$ cat src/hdl/brag_pkg.sv
// ----------------------------------------------------------------------------
// brag_pkg
// Shared widths, codes and types of the bandwidth request aggregator.
// ----------------------------------------------------------------------------
package brag_pkg;

  localparam int ID_W    = 16;
  localparam int LVL_W   = 32;
  localparam int SUM_W   = 36;
  localparam int FREQ_W  = 32;
  localparam int UCNT_W  = 5;
  localparam int STAT_W  = 2;
  localparam int MULT_W  = 10;
  localparam int PROD_W  = SUM_W - 2 + MULT_W;

  localparam int DEF_MAX_REQUESTERS = 16;
  localparam int FREQ_MULT          = 1000;

  localparam logic [FREQ_W-1:0] MAX_FREQ_RST = '1;

  // command codes (tuser of the input side)
  localparam logic CMD_ADD    = 1'b0;
  localparam logic CMD_REMOVE = 1'b1;

  // status codes (tuser of the output side)
  localparam logic [STAT_W-1:0] ST_OK        = 2'd0;
  localparam logic [STAT_W-1:0] ST_NULL      = 2'd1;
  localparam logic [STAT_W-1:0] ST_NOT_FOUND = 2'd2;
  localparam logic [STAT_W-1:0] ST_FULL      = 2'd3;

  // register index
  localparam logic REG_MAX_FREQ = 1'b0;

  // request token walking down the cell chain
  typedef struct packed {
    logic             vld;
    logic             act;        // requester id is non-zero
    logic             cmd;
    logic [ID_W-1:0]  id;
    logic [LVL_W-1:0] level;
    logic             found;      // a valid entry matched upstream
    logic [LVL_W-1:0] old_level;  // level of the matched entry
    logic             free_seen;  // a free entry was claimed upstream
  } brag_pkt_t;

  // end-of-walk control broadcast to every cell
  typedef struct packed {
    logic resolve;  // drop the tentative claim
    logic commit;   // turn the tentative claim into a valid entry
  } brag_ctl_t;

endpackage

$ cat src/hdl/brag_cell.sv
// ----------------------------------------------------------------------------
// brag_cell
// One table entry: matches, updates or claims as the request token passes.
// ----------------------------------------------------------------------------
module brag_cell import brag_pkg::*; (
  input  logic      clk_i,
  input  logic      rst_ni,
  input  brag_pkt_t pkt_i,
  input  brag_ctl_t ctl_i,
  output brag_pkt_t pkt_o,
  output logic      pend_o
);

  logic             vld_q, vld_d;
  logic             pend_q, pend_d;
  logic [ID_W-1:0]  id_q, id_d;
  logic [LVL_W-1:0] lvl_q, lvl_d;
  brag_pkt_t        pkt_q, pkt_d;
  logic             hit;
  logic             claim;

  assign hit   = pkt_i.vld && pkt_i.act && vld_q && (id_q == pkt_i.id) && !pkt_i.found;
  assign claim = pkt_i.vld && pkt_i.act && (pkt_i.cmd == CMD_ADD) && !vld_q &&
                 !pkt_i.free_seen;

  always_comb begin
    pkt_d  = pkt_i;
    vld_d  = vld_q;
    pend_d = pend_q;
    id_d   = id_q;
    lvl_d  = lvl_q;
    if (hit) begin
      pkt_d.found     = 1'b1;
      pkt_d.old_level = lvl_q;
      if (pkt_i.cmd == CMD_ADD) begin
        lvl_d = pkt_i.level;
      end else begin
        vld_d = 1'b0;
      end
    end
    // free entry: load it now, it only becomes valid on commit
    if (claim) begin
      pkt_d.free_seen = 1'b1;
      pend_d          = 1'b1;
      id_d            = pkt_i.id;
      lvl_d           = pkt_i.level;
    end
    if (ctl_i.resolve) begin
      pend_d = 1'b0;
      if (ctl_i.commit && pend_q) begin
        vld_d = 1'b1;
      end
    end
  end

  always_ff @(posedge clk_i or negedge rst_ni) begin
    if (!rst_ni) begin
      vld_q  <= 1'b0;
      pend_q <= 1'b0;
      pkt_q  <= '0;
    end else begin
      vld_q  <= vld_d;
      pend_q <= pend_d;
      pkt_q  <= pkt_d;
    end
  end

  always_ff @(posedge clk_i) begin
    id_q  <= id_d;
    lvl_q <= lvl_d;
  end

  assign pkt_o  = pkt_q;
  assign pend_o = pend_q;

endmodule

$ cat src/hdl/bandwidth_request_aggregator_unit.sv
// ----------------------------------------------------------------------------
// bandwidth_request_aggregator_unit
// Requester table with running throughput sum and clamped frequency result.
// ----------------------------------------------------------------------------
//
//  port group   dir  transfer carries
//  s_axis_*     in   one request: cmd (tuser), requester_id and level (tdata)
//  m_axis_*     out  one result: status (tuser), sum, freq, user count (tdata)
//  APB          in   max_freq_hz register at byte address 0
//
//  Steps: a request is registered in a launch step, then the token walks one cell
//  of the entry chain per cycle, then update, multiply and clamp each register
//  their result in turn; clamp waits for a free output register.
//  Reset empties the table at once (valid bits in the cells), zeroes the sum
//  and count and sets max_freq_hz to all ones; no clearing pass.
//  A result not yet taken holds only the next request's clamp step; that request
//  can already be accepted and walk the chain meanwhile.
//
module bandwidth_request_aggregator_unit import brag_pkg::*; #(
  parameter int MAX_REQUESTERS = DEF_MAX_REQUESTERS
) (
  input  logic        clk_i,
  input  logic        rst_ni,
  // request stream
  input  logic        s_axis_tvalid_i,
  output logic        s_axis_tready_o,
  input  logic [47:0] s_axis_tdata_i,   // [15:0] requester_id, [47:16] level
  input  logic        s_axis_tuser_i,   // [0] cmd
  // result stream
  output logic        m_axis_tvalid_o,
  input  logic        m_axis_tready_i,
  output logic [79:0] m_axis_tdata_o,   // [35:0] total_level, [67:36] freq_hz,
                                        // [72:68] user_count, [79:73] zero
  output logic [1:0]  m_axis_tuser_o,   // [1:0] status
  // register port
  input  logic        psel_i,
  input  logic        penable_i,
  input  logic        pwrite_i,
  input  logic [2:0]  paddr_i,
  input  logic [31:0] pwdata_i,
  output logic [31:0] prdata_o,
  output logic        pready_o
);

  localparam int CNT_W = $clog2(MAX_REQUESTERS + 1);

  // sequencer states
  localparam logic [1:0] S_IDLE  = 2'd0;
  localparam logic [1:0] S_SCAN  = 2'd1;
  localparam logic [1:0] S_MUL   = 2'd2;
  localparam logic [1:0] S_CLAMP = 2'd3;

  logic [1:0]          state_q, state_d;
  logic [FREQ_W-1:0]   max_freq_q;
  logic [SUM_W-1:0]    sum_q;
  logic [CNT_W-1:0]    cnt_q;
  brag_pkt_t           launch_q;
  brag_pkt_t           chain [MAX_REQUESTERS+1];
  logic [MAX_REQUESTERS-1:0] pend;
  brag_ctl_t           ctl;
  brag_pkt_t           tail;

  logic                in_xfer;
  logic                out_free;
  logic                fin;
  logic                add_ok;
  logic                ins;
  logic                rem_ok;
  logic                ok;
  logic [STAT_W-1:0]   status_d;
  logic [SUM_W-1:0]    sum_nxt;

  logic [STAT_W-1:0]   res_status_q;
  logic [SUM_W-1:0]    res_total_q;
  logic [PROD_W-1:0]   prod_q;
  logic [FREQ_W-1:0]   freq;

  logic                out_vld_q;
  logic [79:0]         out_data_q;
  logic [1:0]          out_user_q;

  // -------------------------------------------------------------------------
  // register port
  // -------------------------------------------------------------------------
  assign pready_o = 1'b1;
  assign prdata_o = (paddr_i[2] == REG_MAX_FREQ) ? max_freq_q : '0;

  always_ff @(posedge clk_i or negedge rst_ni) begin
    if (!rst_ni) begin
      max_freq_q <= MAX_FREQ_RST;
    end else if (psel_i && penable_i && pwrite_i && pready_o &&
                 (paddr_i[2] == REG_MAX_FREQ)) begin
      max_freq_q <= pwdata_i;
    end
  end

  // -------------------------------------------------------------------------
  // request launch
  // -------------------------------------------------------------------------
  assign s_axis_tready_o = (state_q == S_IDLE);
  assign in_xfer         = s_axis_tvalid_i && s_axis_tready_o;

  always_ff @(posedge clk_i or negedge rst_ni) begin
    if (!rst_ni) begin
      launch_q <= '0;
    end else begin
      launch_q.vld <= in_xfer;
      if (in_xfer) begin
        launch_q.act       <= (s_axis_tdata_i[15:0] != '0);
        launch_q.cmd       <= s_axis_tuser_i;
        launch_q.id        <= s_axis_tdata_i[15:0];
        launch_q.level     <= s_axis_tdata_i[47:16];
        launch_q.found     <= 1'b0;
        launch_q.old_level <= '0;
        launch_q.free_seen <= 1'b0;
      end
    end
  end

  // -------------------------------------------------------------------------
  // entry chain: token moves one cell per cycle
  // -------------------------------------------------------------------------
  assign chain[0] = launch_q;

  for (genvar g = 0; g < MAX_REQUESTERS; g++) begin : g_cell
    brag_cell u_cell (
      .clk_i  (clk_i),
      .rst_ni (rst_ni),
      .pkt_i  (chain[g]),
      .ctl_i  (ctl),
      .pkt_o  (chain[g+1]),
      .pend_o (pend[g])
    );
  end

  assign tail = chain[MAX_REQUESTERS];

  // -------------------------------------------------------------------------
  // end of walk: decide, update sum and count, settle the tentative claim
  // -------------------------------------------------------------------------
  assign fin    = (state_q == S_SCAN) && tail.vld;
  assign add_ok = tail.act && (tail.cmd == CMD_ADD) && (tail.found || tail.free_seen);
  assign ins    = tail.act && (tail.cmd == CMD_ADD) && !tail.found && tail.free_seen;
  assign rem_ok = tail.act && (tail.cmd == CMD_REMOVE) && tail.found;
  assign ok     = add_ok || rem_ok;

  assign ctl.resolve = fin;
  assign ctl.commit  = fin && ins;

  always_comb begin
    if (!tail.act) begin
      status_d = ST_NULL;
    end else if (ok) begin
      status_d = ST_OK;
    end else if (tail.cmd == CMD_ADD) begin
      status_d = ST_FULL;
    end else begin
      status_d = ST_NOT_FOUND;
    end
  end

  // replace: -old +new, insert: +new, remove: -old (modulo 2^36)
  assign sum_nxt = sum_q
                 + (add_ok ? SUM_W'(tail.level) : '0)
                 - (tail.found ? SUM_W'(tail.old_level) : '0);

  always_ff @(posedge clk_i or negedge rst_ni) begin
    if (!rst_ni) begin
      sum_q <= '0;
      cnt_q <= '0;
    end else if (fin && ok) begin
      sum_q <= sum_nxt;
      if (ins) begin
        cnt_q <= cnt_q + CNT_W'(1);
      end else if (rem_ok) begin
        cnt_q <= cnt_q - CNT_W'(1);
      end
    end
  end

  // result path: status/total, then product, then clamp
  always_ff @(posedge clk_i) begin
    if (fin) begin
      res_status_q <= status_d;
      res_total_q  <= ok ? sum_nxt : '0;
    end
    if (state_q == S_MUL) begin
      prod_q <= PROD_W'(res_total_q[SUM_W-1:2]) * PROD_W'(FREQ_MULT);
    end
  end

  assign freq = (prod_q > PROD_W'(max_freq_q)) ? max_freq_q : prod_q[FREQ_W-1:0];

  // -------------------------------------------------------------------------
  // sequencer
  // -------------------------------------------------------------------------
  assign out_free = !out_vld_q || m_axis_tready_i;

  always_comb begin
    state_d = state_q;
    case (state_q)
      S_IDLE:  if (in_xfer) state_d = S_SCAN;
      S_SCAN:  if (tail.vld) state_d = S_MUL;
      S_MUL:   state_d = S_CLAMP;
      S_CLAMP: if (out_free) state_d = S_IDLE;
      default: state_d = S_IDLE;
    endcase
  end

  always_ff @(posedge clk_i or negedge rst_ni) begin
    if (!rst_ni) begin
      state_q <= S_IDLE;
    end else begin
      state_q <= state_d;
    end
  end

  // -------------------------------------------------------------------------
  // output register
  // -------------------------------------------------------------------------
  always_ff @(posedge clk_i or negedge rst_ni) begin
    if (!rst_ni) begin
      out_vld_q <= 1'b0;
    end else if ((state_q == S_CLAMP) && out_free) begin
      out_vld_q <= 1'b1;
    end else if (m_axis_tready_i) begin
      out_vld_q <= 1'b0;
    end
  end

  always_ff @(posedge clk_i) begin
    if ((state_q == S_CLAMP) && out_free) begin
      out_user_q <= res_status_q;
      out_data_q <= {7'd0, UCNT_W'(cnt_q), freq, res_total_q};
    end
  end

  assign m_axis_tvalid_o = out_vld_q;
  assign m_axis_tdata_o  = out_data_q;
  assign m_axis_tuser_o  = out_user_q;

`ifndef SYNTH
  a_busy_after_xfer: assert property (@(posedge clk_i) disable iff (!rst_ni)
    in_xfer |=> !s_axis_tready_o)
    else $error("request accepted while a walk is in progress");

  a_single_claim: assert property (@(posedge clk_i) disable iff (!rst_ni)
    $onehot0(pend) && (!ctl.commit || $onehot(pend)))
    else $error("tentative entry claim not unique");

  a_count_range: assert property (@(posedge clk_i) disable iff (!rst_ni)
    cnt_q <= CNT_W'(MAX_REQUESTERS))
    else $error("user count above table size");

  a_error_zero: assert property (@(posedge clk_i) disable iff (!rst_ni)
    (m_axis_tvalid_o && (m_axis_tuser_o != ST_OK)) |->
      (m_axis_tdata_o[67:0] == '0))
    else $error("error result carries non-zero sum or frequency");
`endif

endmodule
$ cat config.mk
export PLATFORM = sky130hd
export DESIGN_NAME = bandwidth_request_aggregator_unit
export DESIGN_NICKNAME = d
export VERILOG_FILES = /design/src/hdl/brag_pkg.sv /design/src/hdl/brag_cell.sv /design/src/hdl/bandwidth_request_aggregator_unit.sv
export SDC_FILE = /design/constraint.sdc
export NUM_CORES = 2
export LEC_CHECK = 0
export BUFFER_PORTS_ARGS = -buffer_cell sky130_fd_sc_hd__buf_2
export CORE_MARGIN = 1
export CORE_UTILIZATION = 65
export DETAILED_ROUTE_END_ITERATION = 8
export GPL_ROUTABILITY_DRIVEN = 0
export PLACE_DENSITY = 0.82
export SLEW_MARGIN = 10
export SYNTH_ARGS = -nofsm -noshare
export SYNTH_HDL_FRONTEND = slang
export SYNTH_SLANG_ARGS = --single-unit
$ cat constraint.sdc
create_clock -name clk_i -period 15.4 [get_ports clk_i]
set_clock_uncertainty 0.15 [all_clocks]
set_input_delay 3.08 -clock clk_i [delete_from_list [all_inputs] [get_ports clk_i]]
set_output_delay 3.08 -clock clk_i [all_outputs]
set_load 0.01 [all_outputs]
# ---- Word-level counts from Yosys, hierarchy flattened
# Index checks and enable logic that the tools add are counted.
dict set report op_classes {
  add_sub_neg 4
  mul 1
  order_cmp 1
  n_eq_ne 38
  n_mux 190
  bitwise_logic 19
  n_reduce_logical 246
}
# operator count
set ops {}
lappend ops {{$mux 32} 52}
lappend ops {{$mux 33} 16}
lappend ops {{$eq 16x16->1} 16}
lappend ops {{$logic_and 1x1->1} 140}
lappend ops {{$mux 1} 116}
lappend ops {{$reduce_bool 2->1} 34}
lappend ops {{$logic_not 1->1} 48}
lappend ops {{$gt 44x32->1} 1}
lappend ops {{$mul 34x7->41 const B} 1}
lappend ops {{$add 36x32->36} 1}
lappend ops {{$ne 2x1->1 const B} 18}
lappend ops {{$sub 36x32->36} 1}
lappend ops {{$reduce_and 2->1} 17}
lappend ops {{$not 1->1} 19}
lappend ops {{$reduce_bool 16->1} 1}
lappend ops {{$mux 5} 2}
lappend ops {{$pmux 2 s4} 1}
lappend ops {{$mux 2} 3}
lappend ops {{$add 5x1->5 const B} 1}
lappend ops {{$sub 5x1->5 const B} 1}
lappend ops {{$eq 2x2->1 const B} 2}
lappend ops {{$logic_or 1x1->1} 3}
lappend ops {{$reduce_and 3->1} 1}
lappend ops {{$eq 2x1->1 const B} 1}
lappend ops {{3 further kinds} 3}
dict set report totals {
  register_bits 2425
  in_bits 91
  out_inout_bits 117
  word_cells 707
}

# ---- Depth between registers and ports, before layout
dict set report logic_depth {
  word_depth 8
  depth_mapped 19
  ltp_nobuf 18
}

# ---- Hierarchy
# A second synthesis with hierarchy kept.
dict set report unflattened {
  hier_cells 5187
  hier_area_um2 89067.9
}
# module instances cells_each area_each_um2 seq_area_each_um2
set modules_own_cells {}
lappend modules_own_cells {brag_cell 16 210 4309.1 3618.5}
lappend modules_own_cells {bandwidth_request_aggregator_unit 1 1827 20121.8 7842.5}

# ---- Worst setup path after synthesis
# No wires, ideal clock.
dict set report synth_timing {
  path_type {input to output}
  startpoint {input paddr_i[2]}
  endpoint {output prdata_o[2]}
  arrival_time_ps 3461
  required_ps 12170
  setup_slack_ps 8709
  path_stages 2
  n_path_buf 1
  cell_sequence {clkbuf_1 > nor2b_1}
}
dict set report synth_between {
  elab_chain_len 1
}
# element line
set synth_lines {}
lappend synth_lines {{from (decl)} bandwidth_request_aggregator_unit.sv:39} ;# input logic [2:0] paddr_i,
lappend synth_lines {{$mux 32} bandwidth_request_aggregator_unit.sv:86} ;# assign prdata_o = (paddr_i[2] == REG_MAX_FREQ) ? max_freq_q : '0;
lappend synth_lines {{to (decl)} bandwidth_request_aggregator_unit.sv:41} ;# output logic [31:0] prdata_o,
# No other way between the ends.

# ---- Final worst setup path
dict set report layout_timing {
  startpoint {input paddr_i[2]}
  endpoint {output prdata_o[18]}
}
# Same word-level chain as after synthesis.

==> impl_metrics.ini <==
[run_status]
status = complete, but fails checks
violations = DRC

[global_route]
grt_antenna_before_repair = 0
grt_pass1_vias = 47809
grt_overflow_total = 0
grtUsageTotal_pct = 27.0
grt_first_pass_wirelength_mm = 280
grt_max_degree = 196

[logic_synthesis]
avgSynthCellArea_um2 = 17.1
synth_area_leaders = dfrtp_1 42%, edfxtp_1 32%, mux2_2 7.6%
syn-cell-area_um2 = 87600
synth-seq-cells = 2425
ys_types = 78
yosysTopAreaCellShare_pct = 42.0
synth_cells = 5107
yosysSeqAreaShare_pct = 74.6
async_reset_ff_share_pct = 62.0
synth-warning-count = 0
synth_edf_count = 922
ys.flop_type = dfrtp_1
yosysTopAreaCell = dfrtp_1

[clock_network]
clkTransAtPathRegs_ns = 0.07
tritoncts = done
cts-root-buf = clkbuf_16
cts_setup_buffers = 0
clkSinkCount = 2425
h-tree-depth = 4
clockBufferDepth = 3
cts_made_buffers = 215
clock_latency_ns = 0.84
post_cts_resized = 0
cts_hold_buffers = 0

[timing]
finalHoldViolations = 0
setup_viol = 0
maxSlewHeadroom_pct = 20.5
max_slew.worst_pin.slew_ns = 1.19
post-route-period-util_pct = 45.7
hold-worst-slack_ns = 0.217
period_needed_ns = 7.04
rsz0062_at_grt = no
slew_violations = 0
max_freq_mhz = 142
final.setup.tns_ns = 0

[floorplan]
die_area_um2 = 136000
io_pins = 208
initial_utilization_pct = 65.5
die_w_um = 369
placeableCoreArea_um2 = 134000
die_h_um = 369
fp-row-count = 134

[pwr]
vdd_ir_drop_max_mv = 0.173
p_seq_share_pct = 45.4
p_sw_w = 0.00764
p_sw_share_pct = 34.2
power_frac_clock_pct = 25.3
leakagePower_nw = 42.6
power.density_nw_per_um2 = 226
internal_power_w = 0.0147
p_comb_share_pct = 29.3

[worst_setup_path]
worstPathMaxFanout = 33
arrival_ns = 3.81
crit_path_start_kind = input pin
worstSetupEndpointType = output pin
critical_path_class = in -> out
required_ns = 12.17

[finish]
nFillCells = 6919
flow.area_growth_from_synthesis_pct = 12.6
multiInputGateArea_um2 = 20800
antenna_cells = 0
layout-drive-gt1-share_pct = 23.5
regArea_um2 = 65300
final_nets = 5897

[routing]
wl_per_cell_um = 23.6
wl_mm = 176
first_iter_violations = 2914
via_per_inst = 5.66
drc_errors = 68
vias = 42175
drtAntennaViolNets = 0
first_pass_iters = 7

[worst_hold_path]
min_path_type = reg -> reg

[place]
hpwl_mm = 91.3
numPortBuffers = 197

[job]
drv_cap = 0
[registers in the layout, summed over array words and instances (netlist names)]
| register | count |
|---|---|
| g_cell.u_cell.vld_q | 16 |
| res_total_q | 36 |
| g_cell.u_cell.id_q | 256 |
| g_cell.u_cell.lvl_q | 512 |
| m_axis_tuser_o | 2 |
| g_cell.u_cell.pend_o | 16 |
| max_freq_q | 32 |
| chain | 51 |
| g_cell.u_cell.pkt_o | 1344 |
| res_status_q | 2 |
| state_q | 2 |
| sum_q | 36 |
| prod_q | 41 |
| cnt_q | 5 |
| m_axis_tdata_o | 73 |
| m_axis_tvalid_o | 1 |
[power groups by stage]
stage	Combinational (W)	Sequential, W	Clock (W)
after detailed placement	0.00638	0.0101	0
final	0.00654	0.0101	0.00565
after global placement	0.00615	0.00988	0
after CTS	0.00651	0.0101	0.00572
after floorplan	0.00493	0.00967	0
after global routing	0.00728	0.0103	0.00596
[layout make-up]
type	instances	share of cell area, %
Sequential cell	2425	66.3
Inverter	338	1.29
Timing Repair Buffer	266	1.60
Multi-Input combinational cell	2239	21.1
Clock inverter	108	1.34
Tap cell	1768	2.24
Clock buffer	302	6.19
[stage by stage]
stage                     cells  power, W  cell area, um^2  utilization, %  worst slack [ns]
final                      7446    0.0223            98600            73.8              8.36
after global routing       7446    0.0235            98600            73.8              8.31
after CTS                  7446    0.0224            98600            73.8              8.34
after detailed placement   7036    0.0165            91200            68.2              8.35
after global placement     7036    0.0160            91200            68.2              8.41
after floorplan            5113    0.0146            87600               -              8.71
[routing by layer]
metal	GRT usage [%]	vias up	part of all wire (%)
met1	31.0	22293	36
met4	8.81	0	3.0
met5	0	-	0
met2	51.7	1058	57
met3	3.64	351	3.4
li1	-	18473	-
[cell usage after synthesis, drive strengths merged, types with 3 or more instances]
cell type,count
o21ai,78
a41oi,3
ha,163
a21oi,90
or2,17
clkbuf,43
a221oi,3
o21a,8
xnor2,125
dfrtp,1471
a211o,3
and3,11
nor3b,3
dfstp,32
and4,7
nand4,51
nand2b,7
mux2,593
nor2,165
o221ai,3
nand2,145
nand3,32
a211oi,8
buf,68
inv,337
fa,158
a31oi,13
o21bai,16
and2,71
a22o,16
a21boi,5
nor4,70
o211ai,7
edfxtp,922
o31ai,18
xor2,201
nor3,37
a21o,69
nor2b,15
[path summary, 6_finish.rpt]
path                                             from                          to  slack [ns]  cells past startpoint
setup / recovery                           paddr_i[2]                prdata_o[18]        8.36                      3
hold / removal             g_cell[0].u_cell.pkt_o[52]  g_cell[1].u_cell.pkt_o[52]        0.22                      0
setup reg to reg                       res_total_q[6]                  prod_q[40]        9.80                     16
hold reg to reg            g_cell[0].u_cell.pkt_o[52]  g_cell[1].u_cell.pkt_o[52]        0.22                      0
max in group asynchronous                      rst_ni  g_cell[14].u_cell.pkt_o[8]        9.60                      4
min in group asynchronous                      rst_ni                    sum_q[2]        2.15                      1
[worst max-delay path, stage by stage]
cell	delay (ns)
buf_2	0.45
nor2_1	0.10
buf_2	0.16
[cell usage in the layout (no fill, tap or decap), drive strengths merged, types with 8 or more instances in the layout]
master,n
dfrtp,1471
edfxtp,922
mux2,593
inv,346
clkbuf,302
buf,266
xor2,201
nor2,165
ha,163
fa,158
nand2,145
xnor2,125
a21oi,90
o21ai,78
and2,71
nor4,70
a21o,69
clkinv,64
nand4,51
nor3,37
nand3,32
dfstp,32
bufinv,19
o31ai,18
clkinvlp,17
or2,17
o21bai,16
a22o,16
nor2b,15
a31oi,13
and3,11
o21a,8
conb,8
a211oi,8
[logic make-up after synthesis]
logic type,synth area share [%]
AOI/OAI and AO/OA,2.76
xor gates and xnor gates,3.29
adders and majority gates,5.94
buffers and inverters,2.04
DFF,74.6
muxes,7.64
other,0.00858
and+or+nand+nor,3.72
(Power assumes the default switching activity.)
